==> src/rtl/core/dtc_pkg.sv <==
package dtc_pkg;

  localparam int unsigned CompBits = 16;
  localparam int unsigned WidthBits = 11;
  localparam int unsigned FaceBits = 3;
  // Numerator and divisor span 0 .. 2*|d|, which needs CompBits+2 bits.
  localparam int unsigned NumBits = CompBits + 2;
  localparam int unsigned ProdBits = NumBits + WidthBits;
  localparam int unsigned QuotBits = WidthBits;

  localparam logic [FaceBits-1:0] FaceZero = 3'd0;
  localparam logic [FaceBits-1:0] FacePosX = 3'd1;
  localparam logic [FaceBits-1:0] FacePosY = 3'd2;
  localparam logic [FaceBits-1:0] FacePosZ = 3'd3;
  localparam logic [FaceBits-1:0] FaceNegX = 3'd4;
  localparam logic [FaceBits-1:0] FaceNegY = 3'd5;
  localparam logic [FaceBits-1:0] FaceNegZ = 3'd6;

  localparam logic [WidthBits-1:0] WidthReset = 11'd64;

  typedef struct packed {
    logic signed [CompBits-1:0] dir_x;
    logic signed [CompBits-1:0] dir_y;
    logic signed [CompBits-1:0] dir_z;
  } dir_t;

  typedef struct packed {
    logic [FaceBits-1:0]  face;
    logic [WidthBits-1:0] cell_i;
    logic [WidthBits-1:0] cell_j;
  } cell_t;

  typedef struct packed {
    logic [FaceBits-1:0]  face;
    logic                 zero;
    logic                 sat_i;
    logic                 sat_j;
    logic [WidthBits-1:0] width;
  } meta_t;

  typedef struct packed {
    meta_t              meta;
    logic [NumBits-1:0] num_i;
    logic [NumBits-1:0] num_j;
    logic [NumBits-1:0] den;
  } job_t;

endpackage

==> src/rtl/core/dtc_front.sv <==
module dtc_front import dtc_pkg::*; #(
  parameter int unsigned MAX_WIDTH = 1024
) (
  input  dir_t                 dir_i,
  input  logic [WidthBits-1:0] cube_width_i,
  output job_t                 job_o
);

  logic signed [CompBits:0] xs, ys, zs;
  logic [CompBits:0] ax, ay, az;
  logic signed [CompBits:0] d, a1, a2, an1, an2;
  logic [CompBits:0] dm;
  logic signed [NumBits-1:0] n1, n2;
  logic [WidthBits-1:0] w0;
  logic dom_x, dom_y;

  always_comb begin
    xs = (CompBits+1)'(dir_i.dir_x);
    ys = (CompBits+1)'(dir_i.dir_y);
    zs = (CompBits+1)'(dir_i.dir_z);
    ax = xs[CompBits] ? (CompBits+1)'(-xs) : xs;
    ay = ys[CompBits] ? (CompBits+1)'(-ys) : ys;
    az = zs[CompBits] ? (CompBits+1)'(-zs) : zs;
    dom_x = (ax >= ay) && (ax >= az);
    dom_y = (ay >= az);
    if (dom_x) begin
      d = xs; a1 = ys; a2 = zs;
      job_o.meta.face = xs[CompBits] ? FaceNegX : FacePosX;
    end else if (dom_y) begin
      d = ys; a1 = xs; a2 = zs;
      job_o.meta.face = ys[CompBits] ? FaceNegY : FacePosY;
    end else begin
      d = zs; a1 = xs; a2 = ys;
      job_o.meta.face = zs[CompBits] ? FaceNegZ : FacePosZ;
    end
    job_o.meta.zero = (ax == '0) && (ay == '0) && (az == '0);
    if (job_o.meta.zero) begin
      job_o.meta.face = FaceZero;
    end
    dm  = d[CompBits] ? (CompBits+1)'(-d) : d;
    an1 = d[CompBits] ? (CompBits+1)'(-a1) : a1;
    an2 = d[CompBits] ? (CompBits+1)'(-a2) : a2;
    n1 = NumBits'(an1) + NumBits'($signed({1'b0, dm}));
    n2 = NumBits'(an2) + NumBits'($signed({1'b0, dm}));
    job_o.num_i = n1;
    job_o.num_j = n2;
    job_o.den   = {dm, 1'b0};
    job_o.meta.sat_i = (job_o.num_i == job_o.den);
    job_o.meta.sat_j = (job_o.num_j == job_o.den);
    w0 = (cube_width_i == '0) ? WidthBits'(1) : cube_width_i;
    job_o.meta.width = (32'(w0) > 32'(MAX_WIDTH)) ? WidthBits'(MAX_WIDTH) : w0;
  end

endmodule

==> src/rtl/core/dtc_fifo.sv <==
module dtc_fifo import dtc_pkg::*; (
  input  logic clk_i,
  input  logic rst_ni,
  input  logic push_i,
  input  job_t job_i,
  output logic full_o,
  output logic valid_o,
  output job_t job_o
);

  job_t mem_q [2];
  logic wr_ptr_q, rd_ptr_q;
  logic [1:0] cnt_q;
  logic push, pop;

  // The back end never stalls, so the head leaves whenever it is present.
  assign full_o  = (cnt_q == 2'd2);
  assign valid_o = (cnt_q != 2'd0);
  assign job_o   = mem_q[rd_ptr_q];
  assign push    = push_i && !full_o;
  assign pop     = valid_o;

  always_ff @(posedge clk_i or negedge rst_ni) begin
    if (!rst_ni) begin
      wr_ptr_q <= 1'b0;
      rd_ptr_q <= 1'b0;
      cnt_q    <= 2'd0;
    end else begin
      if (push) wr_ptr_q <= !wr_ptr_q;
      if (pop) rd_ptr_q <= !rd_ptr_q;
      cnt_q <= cnt_q + 2'(push) - 2'(pop);
    end
  end

  always_ff @(posedge clk_i) begin
    if (push) mem_q[wr_ptr_q] <= job_i;
  end

endmodule

==> src/rtl/core/dtc_div.sv <==
module dtc_div import dtc_pkg::*; (
  input  logic                clk_i,
  input  logic                rst_ni,
  input  logic                valid_i,
  input  logic [ProdBits-1:0] dividend_i,
  input  logic [NumBits-1:0]  divisor_i,
  output logic                valid_o,
  output logic [QuotBits-1:0] quot_o
);

  // Restoring division, one quotient bit per stage, most significant first.
  localparam int unsigned RemBits = NumBits + QuotBits;

  logic                v_q   [1:QuotBits];
  logic [RemBits-1:0]  rem_q [1:QuotBits];
  logic [QuotBits-1:0] quo_q [1:QuotBits];
  logic [NumBits-1:0]  dvs_q [1:QuotBits];

  for (genvar s = 0; s < QuotBits; s++) begin : g_stage
    localparam int unsigned K = QuotBits - 1 - s;
    logic                v_in;
    logic [RemBits-1:0]  rem_in;
    logic [QuotBits-1:0] quo_in;
    logic [NumBits-1:0]  dvs_in;
    logic [RemBits-1:0]  sub;
    logic take;

    if (s == 0) begin : g_first
      assign v_in   = valid_i;
      assign rem_in = RemBits'(dividend_i);
      assign quo_in = '0;
      assign dvs_in = divisor_i;
    end else begin : g_next
      assign v_in   = v_q[s];
      assign rem_in = rem_q[s];
      assign quo_in = quo_q[s];
      assign dvs_in = dvs_q[s];
    end

    assign sub  = RemBits'(dvs_in) << K;
    assign take = (rem_in >= sub);

    always_ff @(posedge clk_i or negedge rst_ni) begin
      if (!rst_ni) begin
        v_q[s+1] <= 1'b0;
      end else begin
        v_q[s+1] <= v_in;
      end
    end

    always_ff @(posedge clk_i) begin
      rem_q[s+1] <= take ? rem_in - sub : rem_in;
      quo_q[s+1] <= quo_in | (QuotBits'(take) << K);
      dvs_q[s+1] <= dvs_in;
    end
  end

  assign valid_o = v_q[QuotBits];
  assign quot_o  = quo_q[QuotBits];

endmodule

==> src/rtl/core/dtc_back.sv <==
module dtc_back import dtc_pkg::*; (
  input  logic  clk_i,
  input  logic  rst_ni,
  input  logic  valid_i,
  input  job_t  job_i,
  output logic  valid_o,
  output cell_t cell_o
);

  logic                mul_v_q;
  logic [ProdBits-1:0] prod_i_q, prod_j_q;
  logic [NumBits-1:0]  den_q;
  meta_t               meta_q [QuotBits+1];
  logic                div_v_i, div_v_j;
  logic [QuotBits-1:0] quot_i, quot_j;
  logic                out_v_q;
  cell_t               out_q;
  logic [WidthBits-1:0] half;

  always_ff @(posedge clk_i or negedge rst_ni) begin
    if (!rst_ni) begin
      mul_v_q <= 1'b0;
      out_v_q <= 1'b0;
    end else begin
      mul_v_q <= valid_i;
      out_v_q <= div_v_i;
    end
  end

  always_ff @(posedge clk_i) begin
    prod_i_q  <= ProdBits'(job_i.num_i) * ProdBits'(job_i.meta.width);
    prod_j_q  <= ProdBits'(job_i.num_j) * ProdBits'(job_i.meta.width);
    den_q     <= job_i.den;
    meta_q[0] <= job_i.meta;
    for (int s = 0; s < QuotBits; s++) begin
      meta_q[s+1] <= meta_q[s];
    end
  end

  dtc_div u_div_i (
    .clk_i, .rst_ni, .valid_i(mul_v_q), .dividend_i(prod_i_q), .divisor_i(den_q),
    .valid_o(div_v_i), .quot_o(quot_i)
  );

  dtc_div u_div_j (
    .clk_i, .rst_ni, .valid_i(mul_v_q), .dividend_i(prod_j_q), .divisor_i(den_q),
    .valid_o(div_v_j), .quot_o(quot_j)
  );

  assign half = (meta_q[QuotBits].width >> 1) + WidthBits'(1);

  always_ff @(posedge clk_i) begin
    out_q.face <= meta_q[QuotBits].face;
    if (meta_q[QuotBits].zero) begin
      out_q.cell_i <= half;
      out_q.cell_j <= half;
    end else begin
      out_q.cell_i <= meta_q[QuotBits].sat_i ? meta_q[QuotBits].width
                                             : quot_i + WidthBits'(1);
      out_q.cell_j <= (meta_q[QuotBits].sat_j || !div_v_j) ? meta_q[QuotBits].width
                                                          : quot_j + WidthBits'(1);
    end
  end

  assign valid_o = out_v_q;
  assign cell_o  = out_q;

endmodule

==> src/rtl/core/direction_to_cube_cell_top.sv <==
// Direction to cube cell mapper.
// A direction (dir_i, three signed 16-bit components) is transferred at a
// rising clock edge where start_i is high and busy_o is low. The block picks
// the dominant axis as the cube face and computes the two cell indices on
// that face from the ratios of the other components to the dominant one.
// Each result (cell_o: face, cell_i, cell_j) appears on the result ports for
// exactly one cycle with result_valid_o high; the receiver cannot stall it.
// Results come out in the order the directions went in.
// From the accepting edge a direction passes through the input queue, the
// multiply stage, the pipelined restoring dividers (one quotient bit per
// stage) and the output register before its result is transferred.
// Throughput is one direction per cycle; the dividers are fully pipelined,
// so busy_o stays low in normal operation.
// The user must write the width register with cfg_we_i and cfg_wdata_i only
// while the block is idle; the block does not enforce this. Reset sets it
// to 64 and empties the queue and pipeline.
module direction_to_cube_cell_top import dtc_pkg::*; #(
  parameter int unsigned MAX_WIDTH = 1024
) (
  input  logic                 clk_i,
  input  logic                 rst_ni,
  input  logic                 start_i,
  output logic                 busy_o,
  input  dir_t                 dir_i,
  input  logic                 cfg_we_i,
  input  logic [WidthBits-1:0] cfg_wdata_i,
  output logic                 result_valid_o,
  output cell_t                cell_o
);

  logic [WidthBits-1:0] cube_width_q;
  job_t front_job, head_job;
  logic head_valid;

  always_ff @(posedge clk_i or negedge rst_ni) begin
    if (!rst_ni) begin
      cube_width_q <= WidthReset;
    end else if (cfg_we_i) begin
      cube_width_q <= cfg_wdata_i;
    end
  end

  // The front end classifies the direction in the accepting cycle.
  dtc_front #(.MAX_WIDTH(MAX_WIDTH)) u_front (
    .dir_i, .cube_width_i(cube_width_q), .job_o(front_job)
  );

  // The queue decouples acceptance from the arithmetic back end.
  dtc_fifo u_fifo (
    .clk_i, .rst_ni, .push_i(start_i), .job_i(front_job), .full_o(busy_o),
    .valid_o(head_valid), .job_o(head_job)
  );

  dtc_back u_back (
    .clk_i, .rst_ni, .valid_i(head_valid), .job_i(head_job),
    .valid_o(result_valid_o), .cell_o
  );

  a_face_range: assert property (@(posedge clk_i) disable iff (!rst_ni)
    result_valid_o |-> (cell_o.face <= FaceNegZ))
    else $error("face code out of range");

  a_cell_nonzero: assert property (@(posedge clk_i) disable iff (!rst_ni)
    result_valid_o |-> (cell_o.cell_i != '0 && cell_o.cell_j != '0))
    else $error("cell index of zero");

  a_zero_center: assert property (@(posedge clk_i) disable iff (!rst_ni)
    (result_valid_o && cell_o.face == FaceZero) |-> (cell_o.cell_i == cell_o.cell_j))
    else $error("zero vector not centered");

endmodule
==> config.mk <==
export PLATFORM = sky130hd
export DESIGN_NAME = direction_to_cube_cell_top
export DESIGN_NICKNAME = d
export VERILOG_FILES = /design/src/rtl/core/dtc_pkg.sv /design/src/rtl/core/dtc_front.sv /design/src/rtl/core/dtc_fifo.sv /design/src/rtl/core/dtc_div.sv /design/src/rtl/core/dtc_back.sv /design/src/rtl/core/direction_to_cube_cell_top.sv
export SDC_FILE = /design/constraint.sdc
export NUM_CORES = 2
export LEC_CHECK = 0
export BUFFER_PORTS_ARGS = -buffer_cell sky130_fd_sc_hd__buf_2
export CAP_MARGIN = 20
export CORE_MARGIN = 4
export CORE_UTILIZATION = 35
export CTS_CLUSTER_DIAMETER = 150
export CTS_CLUSTER_SIZE = 10
export DETAILED_ROUTE_END_ITERATION = 6
export PLACE_DENSITY = 0.56
export SYNTH_ARGS = -nofsm -noshare
export SYNTH_HDL_FRONTEND = slang
export SYNTH_HIERARCHICAL = 1
export SYNTH_SLANG_ARGS = --single-unit
==> constraint.sdc <==
create_clock -name clk_i -period 7.9 [get_ports clk_i]
set_input_delay 1.185 -clock clk_i [delete_from_list [all_inputs] [get_ports clk_i]]
set_output_delay 1.185 -clock clk_i [all_outputs]
set_load 0.005 [all_outputs]
# ---- After elaboration in Yosys (flattened, before gate mapping)
# Memory sizes are Yosys's and may differ from the RTL's.
# Index checks and enable logic that the tools add are counted.
dict set report word_totals {
  reg_bits 129
  ramBits 1620
  input_bits 63
  output_inout_bits 27
  elab_cells 177
  n_memories 8
}
# name words width rd rd_clocked_by_memory_dff write_ports line_no
set memory_table {}
lappend memory_table {u_back.u_div_i.rem_q 11 29 10 0 11 dtc_div.sv:15} ;# logic [RemBits-1:0] rem_q [1:QuotBits];
lappend memory_table {u_back.u_div_j.rem_q 11 29 10 0 11 dtc_div.sv:15}
lappend memory_table {u_back.meta_q 12 17 12 0 12 dtc_back.sv:13} ;# meta_t meta_q [QuotBits+1];
lappend memory_table {u_back.u_div_i.dvs_q 11 18 10 0 11 dtc_div.sv:17} ;# logic [NumBits-1:0] dvs_q [1:QuotBits];
lappend memory_table {u_back.u_div_j.dvs_q 11 18 10 0 11 dtc_div.sv:17}
lappend memory_table {u_fifo.mem_q 2 70 1 0 1 dtc_fifo.sv:11} ;# job_t mem_q [2];
lappend memory_table {{2 more memories} n/a n/a n/a n/a n/a n/a}
dict set report classes {
  add_sub_neg 35
  n_mul 2
  magnitude_cmp 26
  eq_ne 3
  mux 46
  n_bitwise 20
  reduce_logical 14
}
# cell count
set ops {}
lappend ops {{$mux 29} 22}
lappend ops {{$mux 17} 11}
lappend ops {{$ge 29x18->1} 2}
lappend ops {{$ge 29x19->1} 2}
lappend ops {{$ge 29x20->1} 2}
lappend ops {{$ge 29x21->1} 2}
lappend ops {{$ge 29x22->1} 2}
lappend ops {{$ge 29x23->1} 2}
lappend ops {{$ge 29x24->1} 2}
lappend ops {{$ge 29x25->1} 2}
lappend ops {{$ge 29x26->1} 2}
lappend ops {{$ge 29x27->1} 2}
lappend ops {{$ge 29x28->1} 2}
lappend ops {{$mul 18x11->29} 2}
lappend ops {{$sub 29x18->29} 2}
lappend ops {{$sub 29x19->29} 2}
lappend ops {{$sub 29x20->29} 2}
lappend ops {{$sub 29x21->29} 2}
lappend ops {{$sub 29x22->29} 2}
lappend ops {{$sub 29x23->29} 2}
lappend ops {{$sub 29x24->29} 2}
lappend ops {{$sub 29x25->29} 2}
lappend ops {{$sub 29x26->29} 2}
lappend ops {{$sub 29x27->29} 2}
lappend ops {{32 further kinds} 69}

# ---- Logic depth before layout (Yosys ltp)
dict set report logic_depth {
  depth_word 9
  mapped_depth 41
  mapped_depth_nobuf 35
}

# ---- By module
# The synthesis kept the hierarchy.
# module n_inst cells_per_inst area_per_inst_um2
set modules_own_cells {}
lappend modules_own_cells {{dtc_div at u_back.u_div_i} 1 2585 24320.8}
lappend modules_own_cells {{dtc_div at u_back.u_div_j} 1 2547 24317.1}
lappend modules_own_cells {dtc_back 1 2011 19914.1}
lappend modules_own_cells {dtc_front 1 1146 8279.2}
lappend modules_own_cells {dtc_fifo 1 235 5634.2}
lappend modules_own_cells {direction_to_cube_cell_top 1 23 449.2}

# ---- Worst setup path after synthesis
# OpenSTA, ideal clock, no wires.
dict set report synth_timing {
  kind {input to register}
  start {input dir_i[37] (netlist bit)}
  end {memory u_fifo/mem_q[0][66] (netlist bit), data pin}
  setup_time_ps 182
  arrival_ps 9069
  required_time_ps 7718
  setup_slack_ps -1351
  cell_stages 38
  path_buffers 7
  path_cell_list {clkbuf_1 -> nor4_2 -> nand3_1 -> or3_1 -> clkbuf_1 -> o31ai_1 -> xnor2_1 -> ha_1 -> a21o_1 -> a21oi_1 -> nor2b_1 -> a311oi_1 -> o221ai_1 -> a41oi_1 -> a21oi_2 -> buf_6 -> buf_6 -> buf_4 -> [... 2 more ...] -> a21oi_1 -> inv_1 -> ha_1 -> nor2_1 -> a211oi_1 -> ha_1 -> a21o_1 -> a21oi_1 -> o21bai_1 -> a21oi_1 -> maj3_2 -> o21ai_1 -> a31o_2 -> a211oi_2 -> xnor2_1 -> xnor2_1 -> nand4_1 -> nor4_2}
}
dict set report synth_via {
  elab_chain_cells 5
}
# element line_no
set synth_lines {}
lappend synth_lines {{start, declared} direction_to_cube_cell_top.sv:24} ;# input dir_t dir_i,
lappend synth_lines {{$neg 16->17} dtc_front.sv:21} ;# ax = xs[CompBits] ? (CompBits+1)'(-xs) : xs;
lappend synth_lines {{$mux 17 (*)} dtc_front.sv:21}
lappend synth_lines {{$logic_not 17->1 (*)} dtc_front.sv:36} ;# job_o.meta.zero = (ax == '0) && (ay == '0) && (az == '0);
lappend synth_lines {{$logic_and 1x1->1 (*) (2 in a row)} dtc_front.sv:36}
lappend synth_lines {{end, declared} dtc_fifo.sv:11}
# Every way passes the cells marked *; elsewhere a longest branch is shown, timed or not.

# ---- Worst setup path after layout
dict set report layout_timing {
  start {input dir_i[20] (netlist bit)}
  end {memory u_fifo/mem_q[1][65] (netlist bit), data pin}
}
dict set report layout_via {
  elab_chain_cells 9
}
# element line_no
set layout_lines {}
lappend layout_lines {{$neg 16->17} dtc_front.sv:22} ;# ay = ys[CompBits] ? (CompBits+1)'(-ys) : ys;
lappend layout_lines {{$mux 17} dtc_front.sv:22}
lappend layout_lines {{$ge 17x17->1 (on tied branches)} {dtc_front.sv:25, dtc_front.sv:24}}
lappend layout_lines {{$mux 17 / $logic_and 1x1->1 (equally long branches)} {dtc_front.sv:29, dtc_front.sv:24}}
lappend layout_lines {{$mux 17} dtc_front.sv:26} ;# if (dom_x) begin
lappend layout_lines {{$neg 17->17 (on tied branches)} {dtc_front.sv:40, dtc_front.sv:41}}
lappend layout_lines {{$mux 17 (on tied branches)} {dtc_front.sv:40, dtc_front.sv:41}}
lappend layout_lines {{$add 17x18->18} dtc_front.sv:43} ;# n1 = NumBits'(an1) + NumBits'($signed({1'b0, dm}));
lappend layout_lines {{$eq 18x18->1 (*)} dtc_front.sv:48} ;# job_o.meta.sat_i = (job_o.num_i == job_o.den);
# Marked as above.

==> flow_metrics.py <==
metrics = {
    "global_route": {
        "grt_remaining_overflow": 0,
        "use_met2_pct": 31.9,
        "grt_max_degree": 58,
        "grt_first_pass_wirelength_um": 347000,
        "antenna_found_initial": 10,
        "grt_pass1_vias": 62400,
        "use_met3_pct": 2.16,
        "use_met1_pct": 21.1,
        "grt_usage_pct": 17.8,
        "top_usage_layer": "met2",
    },
    "synth": {
        "synth_area_sq_um": 82900,
        "yosysMostFrequentCell": "dfxtp_1",
        "synthTopCellsByCount": "dfxtp_1, inv_1, nand2_1, ha_1, a21oi_1",
        "synthTopCellsByArea": "dfxtp_1, ha_1, fa_1",
        "netlist-cell-type-count": 135,
        "yosysWarnings": 6,
        "ys.flop_type": "dfxtp_1",
        "synth_edf_count": 142,
        "syn_inst": 8547,
        "yosysSeqAreaShare_pct": 39.6,
        "synth.avg_cell_area_sq_um": 9.70,
        "synthArstFlopShare_pct": 2.50,
        "yosysTopAreaCellShare_pct": 33.2,
        "ys_ff_latch": 1558,
        "yosysTopAreaCell": "dfxtp_1",
    },
    "sta": {
        "tightest_slew_ns": 1.11,
        "max_freq_mhz": 135,
        "final-hold-violation-count": 0,
        "fin_skew_ns": 0.0656,
        "setup_viol": 0,
        "fin_crit_sh_pct": 93.8,
        "drv_slew": 0,
        "min_period_ns": 7.41,
        "rsz0062_at_grt": "false",
        "slew_headroom_pct": 26.0,
    },
    "placed_design": {
        "gp_congestion": 0.958,
        "hpwl_um": 178000,
        "portBuffers": 89,
        "place_area_sq_um": 89800,
    },
    "clocking": {
        "cts-hold-fix-buffers": 0,
        "cts_tree": "yes",
        "postCtsSetupBuffers": 0,
        "h-tree-depth": 4,
        "post_cts_resized": 0,
        "cts_sinks": 1558,
        "clock_latency_ns": 0.82,
        "clk_path_buf_depth": 3,
        "cts.clk_slew.worst_paths_ns": 0.05,
        "cts_buffers": 174,
        "root_buffer": "clkbuf_16",
    },
    "flow_run": {
        "maxCapViolations": 0,
    },
    "routing": {
        "first_pass_iters": 5,
        "drtAntennaViolNets": 0,
        "drc_errors": 0,
        "avgViaCountPerCell": 4.99,
        "routedWlPerCell_um": 18.2,
        "wl_um": 222000,
        "via_count": 60800,
        "drt_iter0_drc": 2935,
    },
    "setup_path": {
        "cp_max_fo": 6,
        "reg2reg_from": "u_fifo/rd_ptr_q",
        "max_stage_delay_ns": 0.55,
        "cp.arrival_ns": 7.97,
        "slowest_stage": "or4_4",
        "reg2reg_depth": 20,
        "rrSetupSlack_ns": 0.74,
        "endpoint_kind": "flop",
        "worstPathRequired_ns": 8.46,
        "r2r_end": "u_back/prod_j_q[25]",
        "crit_start": "dir_i[20]",
        "startpoint_type": "primary input",
        "crit_type": "in2reg",
    },
    "final_layout": {
        "num-fill-cells": 23000,
        "fin_area_sq_um": 94700,
        "area_growth_pct": 14.2,
        "layout.nets": 9976,
        "drive_above_1_share_pct": 12.2,
    },
    "floorplanning": {
        "die_area_sq_um": 245000,
        "dieHeight_um": 495,
        "core_sq_um": 235000,
        "num_io_pins": 90,
        "start_util_pct": 35.2,
        "rows": 178,
        "die_x_um": 495,
    },
    "worst_hold_path": {
        "worstHoldEndpoint": "u_back/u_div_i/quo_q[0][96]",
        "min_path_type": "reg2reg",
        "hp-start": "u_back/u_div_i/quo_q[0][85]",
        "holdPathStages": 0,
    },
    "status": {
        "status": "finished clean",
    },
}
==> critical path, delay by kind of cell <==
| kind | cells | cell delay [ns] |
|---|---|---|
| AOI/OAI and AO/OA | 13 | 2.96 |
| and+or+nand+nor | 9 | 2.13 |
| muxes | 1 | 0.14 |
| xor gates and xnor gates | 2 | 0.37 |
| adders and majority gates | 3 | 0.75 |
| buffers and inverters | 3 | 0.43 |
==> per-stage QoR <==
step / std cells / setup WS [ns] / setup TNS (ns) / hold slack [ns] / util [%]
final: 12200 / 0.493 / 0 / 0.295 / 40.2
after global routing: 12200 / 0.141 / 0 / 0.304 / 40.2
after CTS: 12200 / 0.534 / 0 / 0.299 / 40.2
after detailed placement: 12000 / -0.360 / -2.66 / 0.312 / 38.1
after global placement: 12000 / -0.313 / -1.90 / 0.310 / 38.1
after floorplan: 8555 / -0.396 / -2.16 / 0.310 / -
==> state kept, by name (all words and copies together), names as in the netlist, 66 cells and up <==
name,flops
u_back/u_div_i/dvs_q,180
u_fifo/mem_q,142
u_back/u_div_i/quo_q,66
u_back/u_div_i/rem_q,290
u_back/meta_q,204
u_back/u_div_j/quo_q,66
u_back/u_div_j/dvs_q,180
u_back/u_div_j/rem_q,290
==> layout by cell type, fill, tap and decap left out, drive strengths merged, types with 26 or more instances in the layout <==
master,n
a211oi,66
o31a,26
a31oi,73
o21a,85
o31ai,62
xor2,263
clkbuf,200
o211ai,53
dfxtp,1377
nor4,90
mux2,168
nand3,134
and2,222
ha,609
nor2b,81
or3,80
mux2i,48
dfrtp,38
buf,548
xnor2,333
inv,912
or2,32
nand2,731
o21ai,444
nand2b,89
nand4,94
a21o,198
fa,308
nor3,136
o21bai,50
or4,26
and3,41
edfxtp,142
a21oi,489
nor2,416
==> logic make-up after synthesis <==
family | share of synthesized area (%)
other cells | 0.00906
simple gates | 13.7
fa+ha+maj | 16.7
xor+xnor | 6.56
mux | 3.23
flops | 39.6
compound gates | 14.4
buf+inv | 5.81
==> routing by layer <==
metal / vias to the layer above / part of all wire (%)
li1: 30100 / -
met1: 29000 / 42
met2: 1265 / 50
met3: 416 / 3.1
met4: 2 / 5.0
met5: - / 0.0054
==> worst max-delay path by stage <==
stage                          end  slack, ns  cells past startpoint
2_1_floorplan  u_fifo/mem_q[0][65]      -0.40                     36
3_3_place_gp   u_fifo/mem_q[0][66]      -0.31                     32
3_5_place_dp   u_fifo/mem_q[0][66]      -0.36                     33
4_1_cts        u_fifo/mem_q[0][66]       0.53                     33
5_1_grt        u_fifo/mem_q[0][65]       0.14                     33
6_report       u_fifo/mem_q[1][65]       0.49                     31
==> area by class of cell <==
cell class	count	area, sq um	share of cell area (%)
Multi-Input combinational cell	5804	45600	48.2
Sequential cell	1558	32800	34.7
Clock buffer	200	4470	4.73
Timing Repair Buffer	548	3980	4.20
Tap cell	3150	3940	4.16
Inverter	910	3420	3.61
Clock inverter	17	380	0.402
Antenna cell	4	10.0	0.0106
Power is left out: the tool's default activity adds up to more than one toggle a clock period on the data nets, which glitch-free logic cannot reach.
